`src/hw/rtl/hist256_pkg.sv`:
```
// Shared constants, types and helpers for the 256-bin histogram unit.
package hist256_pkg;

   localparam int NUM_BINS    = 256;
   localparam int COUNT_WIDTH = 32;
   localparam int SAMPLE_W    = 8;
   localparam int OP_W        = 2;
   localparam int REPORT_W    = 32;
   localparam int ADDR_W      = (NUM_BINS > 1) ? $clog2(NUM_BINS) : 1;
   // compare width wide enough for both a sample value and NUM_BINS itself
   localparam int CMP_W       = ((ADDR_W > SAMPLE_W) ? ADDR_W : SAMPLE_W) + 1;
   // report clamp width: must hold the widest of the counter and REPORT_W + 1
   localparam int EXT_W       = (COUNT_WIDTH > REPORT_W) ? COUNT_WIDTH : REPORT_W + 1;

   typedef enum logic [OP_W-1:0] {
      OP_COUNT      = 2'd0,
      OP_READ       = 2'd1,
      OP_READ_CLEAR = 2'd2
   } op_type;

   typedef struct packed {
      logic                   sat;
      logic [COUNT_WIDTH-1:0] count;
   } entry_type;

   typedef struct packed {
      logic              en;
      logic [ADDR_W-1:0] addr;
      entry_type         data;
   } wr_port_type;

   typedef struct packed {
      logic                valid;
      logic [OP_W-1:0]     op;
      logic                in_range;
      logic [ADDR_W-1:0]   addr;
      logic [SAMPLE_W-1:0] idx;
   } stage_type;

   function automatic logic bin_in_range(input logic [SAMPLE_W-1:0] value);
      bin_in_range = CMP_W'(value) < CMP_W'(NUM_BINS);
   endfunction

   function automatic logic [REPORT_W-1:0] report_count(input logic [COUNT_WIDTH-1:0] cnt);
      logic [EXT_W-1:0] ext;
      ext = EXT_W'(cnt);
      report_count = (ext > EXT_W'({REPORT_W{1'b1}})) ? {REPORT_W{1'b1}} : ext[REPORT_W-1:0];
   endfunction

endpackage

```
`src/hw/rtl/hist256_rmw.sv`:
```
// Modify stage: forwarding, saturating increment or clear, write-back and report.
module hist256_rmw
   import hist256_pkg::*;
(
   input  logic                clock,
   input  logic                reset,
   input  stage_type           stage,
   input  logic                accept,
   input  logic [ADDR_W-1:0]   accept_addr,
   input  entry_type           rd_data,
   input  logic                out_free,
   output logic                done,
   output logic                has_rsp,
   output wr_port_type         wr,
   output logic [REPORT_W-1:0] rpt_count,
   output logic                rpt_sat
);

   logic      fwd_valid_ff, fwd_valid_in;
   entry_type fwd_data_ff,  fwd_data_in;
   entry_type cur;
   entry_type incr;

   assign has_rsp = stage.valid && (stage.op == OP_READ || stage.op == OP_READ_CLEAR);
   assign done    = stage.valid && (!has_rsp || out_free);

   // a write landing on the edge the next item reads the same bin is missed by the RAM
   assign cur = fwd_valid_ff ? fwd_data_ff : rd_data;

   always_comb begin
      incr.count = (cur.count != '1) ? cur.count + COUNT_WIDTH'(1) : cur.count;
      incr.sat   = cur.sat | (incr.count == '1);
   end

   always_comb begin
      wr.en   = 1'b0;
      wr.addr = stage.addr;
      wr.data = '0;
      unique case (stage.op)
         OP_COUNT: begin
            wr.en   = done && stage.in_range;
            wr.data = incr;
         end
         OP_READ_CLEAR: begin
            wr.en   = done && stage.in_range;
            wr.data = '0;
         end
         default: begin
            wr.en = 1'b0;
         end
      endcase
   end

   assign rpt_count = stage.in_range ? report_count(cur.count) : '0;
   assign rpt_sat   = stage.in_range & cur.sat;

   always_comb begin
      fwd_valid_in = fwd_valid_ff;
      fwd_data_in  = fwd_data_ff;
      if (accept) begin
         fwd_valid_in = wr.en && (wr.addr == accept_addr);
         fwd_data_in  = wr.data;
      end
   end

   always_ff @(posedge clock) begin
      if (reset) begin
         fwd_valid_ff <= 1'b0;
      end else begin
         fwd_valid_ff <= fwd_valid_in;
      end
   end

   always_ff @(posedge clock) begin
      fwd_data_ff <= fwd_data_in;
   end

endmodule

```
`config.mk`:
```
export PLATFORM = sky130hd
export DESIGN_NAME = hist256_rmw
export DESIGN_NICKNAME = d
export VERILOG_FILES = /design/src/hw/rtl/hist256_pkg.sv /design/src/hw/rtl/hist256_rmw.sv
export SDC_FILE = /design/constraint.sdc
export NUM_CORES = 1
export LEC_CHECK = 0
export BUFFER_PORTS_ARGS = -buffer_cell sky130_fd_sc_hd__clkbuf_2
export CORE_MARGIN = 3
export CORE_UTILIZATION = 45
export CTS_CLUSTER_DIAMETER = 60
export DETAILED_ROUTE_END_ITERATION = 6
export HOLD_SLACK_MARGIN = 0.12
export PLACE_DENSITY_LB_ADDON = 0.1
export SETUP_SLACK_MARGIN = 0.2
export SLEW_MARGIN = 20
export SYNTH_ARGS = -nofsm -noshare
export SYNTH_HDL_FRONTEND = slang
export SYNTH_SLANG_ARGS = --single-unit
export TNS_END_PERCENT = 20
```
`constraint.sdc`:
```
create_clock -name clock -period 3.61 [get_ports clock]
set_input_delay 0.361 -clock clock [delete_from_list [all_inputs] [get_ports clock]]
set_output_delay 0.361 -clock clock [all_outputs]
set_load 0.005 [all_outputs]
```
After elaboration in Yosys (flattened, before gate mapping)
Index checks and enable logic that the tools add are counted.

cells by class
  multiply operators = 0
  div/mod/pow operators = 0
  bitwise logic cells = 2
  add/subtract/negate cells = 1
  shifts and indexed selects = 0
  multiplexer cells = 5
  equal/unequal tests = 5
  reduce and logical (&&, ||, !) cells = 9
  magnitude comparators = 0

operators by type and width
  kind                     count
  $mux W33                 2
  $mux W32                 2
  $add A32 B1 Y32 const B  1
  $eq A32 B32 Y1 const B   1
  $ne A32 B32 Y1 const B   1
  $eq A8 B8 Y1             1
  $logic_and A1 B1 Y1      4
  $eq A2 B1 Y1 const B     1
  $eq A2 B2 Y1 const B     1
  $logic_not A2 Y1         1
  $logic_or A1 B1 Y1       2
  $reduce_or A2 Y1         1
  $and A1 B1 Y1            1
  $logic_not A1 Y1         1
  $mux W1                  1
  $or A1 B1 Y1             1

storage, ports and cells
  memory bits (writable) = 0
  memory bits (read-only) = 0
  logic and storage cells = 25
  latch bits = 0
  memories kept = 0
  register bits after elaboration = 34

Depth between registers and ports, before layout
Gate-level depths: netlist of run 1.

  depth in word-level cells = 9
  gate-level depth with buffers = 17
  gate-level depth less buffers = 11

Worst setup path before layout of run 1
OpenSTA, ideal clock, no wires.

  path type = register to output
  start = register fwd_valid_ff
  end = output wr[32] (netlist bit)
  cell stages (with the launch flop) = 18
  arrival time = 3528 ps
  required time = 3249 ps
  setup slack = -279 ps
  path through = dfxtp_1 buf_6 buf_12 buf_4 buf_2 buf_2 mux2i_1 inv_1 ha_1 nand4_1 nor3_2 o21a_1 buf_2 nand3_4 or3_2 a32oi_1 nand4_1 o31ai_2

RTL lines
  item                      RTL line           text
  start: declaration        hist256_rmw.sv:19  logic fwd_valid_ff, fwd_valid_in;
  start signal: assignment  hist256_rmw.sv:70  fwd_valid_ff <= fwd_valid_in;
  end: declaration          hist256_rmw.sv:14  output wr_port_type wr,

==> flow_summary.toml, run 1 <==
[logic_synthesis]
syn_area_per_cell_um2 = 9.14
netlist_area_um2 = 3510
synth_edf_count = 33
ys_warn_count = 0
async_flop_share = 0
seq_area_frac_synth = 0.288
yosysUniqueCellTypes = 71
ys_seq_elements = 34
synth_cells = 384
syn-num-nets = 452
synthFlopType = "edfxtp_1"

[cts]
cts_tree = "built"
cts-buffers-inserted = 5
clock_path_buffers = 2
cts.sinks = 34
htreeDepth = 2
cts_hold_buf = 0
clk_pin_slew_worst_paths_ps = 70
clkLatencyLatePin_ps = 300
cts_root_buf = "clkbuf_8"

[timing]
period_needed_ps = 3610
fmax_mhz = 277
hold_viol = 0
drv_slew = 0
fin_crit_sh = 1.00
layout_setup_ws_ps = -1.76
skew_ps = 10.6
tightest_slew_ps = 936
rsz0062_at_grt = "yes"
max-slew-margin-rel = 0.376
fin_setup_tns_ps = -1.76
finalSetupViolCount = 1

[min_path]
hold_path.class = "input port to flop"
whs_path_depth = 2

[power]
leakagePower_nw = 1.91
ir_worst_vdd_v = 0.000131
design_power_total_mw = 1.02
power.density_nw_per_um2 = 218

[global_route]
grt_pass1_vias = 3548
gr-max-usage-layer = "met2"
antenna_found_initial = 0
grt_start_max_net_pins = 37
grt_pass1_wl_um = 17500
grt_overflow = 0
grt_usage = 0.248
use_met3 = 0.0385
grtUsageMet2 = 0.433
met1_usage = 0.327

[place]
place.gp.congestion = 0.907
place.port_buffers = 133
placed_area_um2 = 4360
place_ws_ps = 134
placed_cells = 615
dpl.hpwl_um = 8460

[floorplanning]
die_h_um = 94.3
io_pins = 142
die_x_um = 94.3
core_um2 = 7410
die_area_um2 = 8890
start_util = 0.474
rows = 31

[setup_path]
crit_type = "flop to output port"
path_cells = "mux2i_2 -> inv_1 -> ha_4 -> nand4_1 -> nor3_4 -> o21a_4 -> a311oi_4 -> nand2_2 -> a221oi_2 -> a31oi_2 -> o31ai_4 -> buf_2"
startpoint_type = "flop"
cp_data_required_time_ps = 3250
end_kind = "output port"
r2r_cells = 12
cp_slowest_cell = "a311oi_4"
worstPathMaxFanout = 8
critPathMaxStageDelay_ps = 480
cp_data_arrival_time_ps = 3250

[outcome]
status = "finished, violations left"
failed_checks = "negative setup slack"

[finish]
instances_no_fill = 634
syn2layout_area_growth_pct = 33.5
layout-drive-gt1-share = 0.417
final_area_um2 = 4680
nNetsFinal = 602
diodes = 0

[detailed_routing]
post-route-drc-count = 0
drt-initial-drc-count = 246
wl_per_cell_um = 17.7
wl_um = 11200
drt_first_pass_iters = 5
viasPerCell = 5.71
antenna_left = 0
vias = 3622

[run]
maxCapViolCount = 0
## cell usage after synthesis, drive strengths merged, types with 2 or more instances
| library cell | number | area [um^2] |
|---|---|---|
| a21boi | 3 | 22.5 |
| o21ai | 8 | 40.0 |
| nor3b | 5 | 37.5 |
| a311oi | 4 | 52.6 |
| o211ai | 4 | 30.0 |
| or3 | 2 | 13.8 |
| nor2 | 23 | 86.3 |
| and3 | 4 | 27.5 |
| xor2 | 11 | 96.3 |
| nor4bb | 2 | 20.0 |
| o21a | 2 | 15.0 |
| nor2b | 31 | 194 |
| clkbuf | 7 | 36.3 |
| a211oi | 5 | 42.5 |
| buf | 19 | 150 |
| a21oi | 8 | 40.0 |
| nand2 | 25 | 96.4 |
| mux2i | 28 | 280 |
| or2b | 2 | 15.0 |
| a32oi | 2 | 17.5 |
| nor4 | 3 | 18.8 |
| or2 | 2 | 12.5 |
| nand4b | 5 | 73.8 |
| ha | 3 | 37.5 |
| xnor2 | 22 | 193 |
| inv | 12 | 45.0 |
| and2 | 12 | 75.1 |
| nand4 | 16 | 100 |
| nand3 | 21 | 123 |
| edfxtp | 33 | 991 |
| nand2b | 3 | 18.8 |
| nor3 | 11 | 76.3 |
| a31oi | 7 | 43.8 |
| mux2 | 3 | 33.8 |
| and4 | 5 | 46.3 |
| a221oi | 2 | 17.5 |
| a32o | 2 | 20.0 |
| nand3b | 7 | 52.6 |
| a22oi | 2 | 15.0 |
| a21o | 3 | 22.5 |
## area by class of cell
class / instances / area (um^2)
clock inverter: 2 / 8.76
clock buffer: 6 / 72.6
timing repair buffer: 169 / 993
multi-input combinational: 312 / 2430
inverter: 12 / 45.0
fill: 671 / 2720
sequential: 34 / 1010
tap: 99 / 124
## cell usage in the layout (no fill, tap or decap), types with 8 or more instances in the layout
master	n
nand2_1	24
nand4_1	16
edfxtp_1	33
nand3_1	19
nor2_1	23
nor3_1	8
a21oi_1	8
inv_1	11
buf_4	31
xnor2_1	21
mux2i_1	26
and2_1	11
xor2_1	11
nor2b_1	31
clkbuf_2	131
## cells by family after synthesis
kind of cell               after synthesis  synth area share
xor gates and xnor gates                33            0.0824
DFF                                     34             0.288
muxes                                   31            0.0895
AOI/OAI and AO/OA                       63             0.143
buffers and inverters                   38            0.0659
and+or+nand+nor                        182             0.321
adders and majority gates                3            0.0107
## through the flow
step                hold slack, ps  utilization
finish                         211        0.632
global route                   212        0.632
CTS                            210        0.624
detailed placement             516        0.589
global placement               511        0.589
floorplan                      430            -
## critical path, delay by kind of cell, from the launching register on
family / cells / cell delay, ps
compound gates: 5 / 1520
flops: 1 / 420
buf+inv: 2 / 260
mux: 1 / 250
simple gates: 3 / 330
fa+ha+maj: 1 / 190
## state kept, by name, indices dropped and copies added (netlist names)
name / count
fwd_data_ff: 33
fwd_valid_ff: 1
## power breakdown
group | switching, mW | leakage [nW] | internal [mW]
logic | 0.143 | 1.53 | 0.119
clock network | 0.150 | 0.0426 | 0.133
registers | 0.0170 | 0.342 | 0.458
total | 0.310 | 1.91 | 0.710
## final timing paths
| check | startpoint | to | slack (ps) |
|---|---|---|---|
| worst min-delay path | reset | fwd_valid_ff$_SDFFE_PP0P_ | 210 |
| worst max register to register | fwd_valid_ff$_SDFFE_PP0P_ | fwd_data_ff[32]$_DFFE_PP_ | 620 |
| worst max-delay path | fwd_valid_ff$_SDFFE_PP0P_ | wr[32] | -2 |
| worst min register to register | fwd_data_ff[32]$_DFFE_PP_ | fwd_data_ff[32]$_DFFE_PP_ | 860 |
## routing by layer
metal	part of all wire	up-vias	wire, um
li1	-	1730	-
met1	0.44	1716	4910
met2	0.49	166	5480
met3	0.068	10	768
met4	0.0081	0	91
met5	0	-	0
## what timing repair did
| action | in CTS | in global routing |
|---|---|---|
| pin swaps | 10 | 3 |
| setup endpoints to repair | 6 | 8 |
| gates resized for setup | 15 | 12 |
| cloned | 1 | 0 |
| setup buffers | 9 | 1 |
No activity file was read; power rests on OpenSTA's default activity.
==> run 2: changes to the inputs <==
--- a/config.mk
+++ b/config.mk
@@ -13,6 +13,7 @@
 export HOLD_SLACK_MARGIN = 0.12
 export PLACE_DENSITY_LB_ADDON = 0.1
 export SETUP_SLACK_MARGIN = 0.2
+export SKIP_CTS_REPAIR_TIMING = 1
 export SLEW_MARGIN = 20
 export SYNTH_ARGS = -nofsm -noshare
 export SYNTH_HDL_FRONTEND = slang
==> run 2 against run 1 <==
  * The flow still finishes with violations (negative setup slack)
  * Routed wire length shrank 1.1%
  * Combinational power about the same
  * Clock skew fell by 2.1 ps
  * Design area is 0.53% lower
  * Sequential share of layout area grew 0.12 points
==> flow_summary.toml, run 2 (synthesis gave the netlist of run 1 again) <==
[outcome]
status = "finished, violations left"
failed_checks = "negative setup slack"

[floorplanning]
die_area_um2 = 8890
start_util = 0.474
core_um2 = 7410
die_h_um = 94.3
die_x_um = 94.3
io_pins = 142
rows = 31

[finish]
largest_register_ffs = 33
nNetsFinal = 602
diodes = 0
mostFrequentLayoutCells = "clkbuf_2, edfxtp_1, nor2b_1, buf_4, mux2i_1"
syn2layout_area_growth_pct = 32.8
num-fill-cells = 668
largest-register = "fwd_data_ff"
largestRegisters = "fwd_data_ff: 33 flops, fwd_valid_ff: 1 flops"
final_common_cell = "clkbuf_2"
layout-drive-gt1-share = 0.411
instances_no_fill = 634

[setup_path]
startpoint_type = "flop"
cp_data_required_time_ps = 3250
worstPathMaxFanout = 8
end_kind = "output port"
cp_data_arrival_time_ps = 3280
crit_type = "flop to output port"

[power]
leakagePower_nw = 1.89
design_power_total_mw = 1.02
ir_worst_vdd_v = 0.000132
power.density_nw_per_um2 = 219

[place]
place.port_buffers = 133
place.gp.congestion = 0.907
place_ws_ps = 134
placed_cells = 615
dpl.hpwl_um = 8460

[timing]
hold_slack_ps = 213
skew_ps = 8.58
fmax_mhz = 275
layout_setup_ws_ps = -27.4
tightest_slew_ps = 962
period_needed_ps = 3640
max-slew-margin-rel = 0.359
drv_slew = 0
rsz0062_at_grt = "yes"
fin_crit_sh = 1.01
hold_viol = 0
fin_setup_tns_ps = -27.4
finalSetupViolCount = 1

[cts]
cts.sinks = 34
clkLatencyLatePin_ps = 290
cts-buffers-inserted = 5
cts_tree = "built"
cts_root_buf = "clkbuf_8"
clk_pin_slew_worst_paths_ps = 70
htreeDepth = 2
clock_path_buffers = 2

[detailed_routing]
vias = 3580
drt-initial-drc-count = 242
wl_um = 11100
viasPerCell = 5.65
post-route-drc-count = 0
antenna_left = 0
drt_first_pass_iters = 5
wl_per_cell_um = 17.5

[run]
maxCapViolCount = 0

[global_route]
antenna_found_initial = 0
grt_pass1_wl_um = 16900
grt_usage = 0.239
grt_overflow = 0
grt_start_max_net_pins = 44
grt_pass1_vias = 3434

[min_path]
hold_path.class = "input port to flop"
-- run 2: cell count changes in the layout (fill, tap and decap cells not counted), sizes merged --
cell	before	now
buf	37	35
bufbuf	1	0
clkbuf	137	140
-- run 2: layout make-up --
type | instances | area (um^2) | area share
multi-input cells | 312 | 2410 | 0.517
well taps | 99 | 124 | 0.0266
inverters | 12 | 45.0 | 0.00967
repair buffers | 169 | 986 | 0.212
clock buffers | 6 | 72.6 | 0.0156
flip-flops and latches | 34 | 1010 | 0.218
clock inverters | 2 | 8.76 | 0.00188
-- run 2: layer usage --
layer  track usage  wire length [um]  share of wire
met1         0.323              4920           0.44
met2         0.405              5410           0.49
met3        0.0385               730          0.066
met4        0.0409                63         0.0057
met5             0                 0              0
-- run 2: where the power goes --
part           leakage, nW  switching, mW  internal, mW  total (mW)
registers            0.342         0.0171         0.458       0.475
logic                 1.50          0.144         0.119       0.263
clock network       0.0426          0.148         0.133       0.281
total                 1.89          0.309         0.710        1.02
-- run 2: worst paths after layout --
path / from / endpoint / slack (ps) / cells past startpoint
setup / recovery: fwd_valid_ff$_SDFFE_PP0P_ / wr[32] / -30 / 13
hold / removal: reset / fwd_valid_ff$_SDFFE_PP0P_ / 210 / 2
setup reg to reg: fwd_valid_ff$_SDFFE_PP0P_ / fwd_data_ff[32]$_DFFE_PP_ / 600 / 12
hold reg to reg: fwd_data_ff[32]$_DFFE_PP_ / fwd_data_ff[32]$_DFFE_PP_ / 860 / 3
-- run 2: through the flow --
step	cell area, um^2	util
after floorplan	3580	-
after global placement	4360	0.589
after detailed placement	4360	0.589
after CTS	4440	0.600
after global routing	4660	0.629
final	4660	0.629
-- run 2: worst max-delay path: stages (launching register included) --
cell      delay (ps)
dfxtp_4          390
mux2i_4          200
inv_2             90
ha_4             170
nand4_1          150
nor3_4           260
o21a_4           250
buf_4            140
nand4_1          140
o31a_1           350
nor3b_2          230
nand4_1          170
o31ai_4          290
clkbuf_2         160
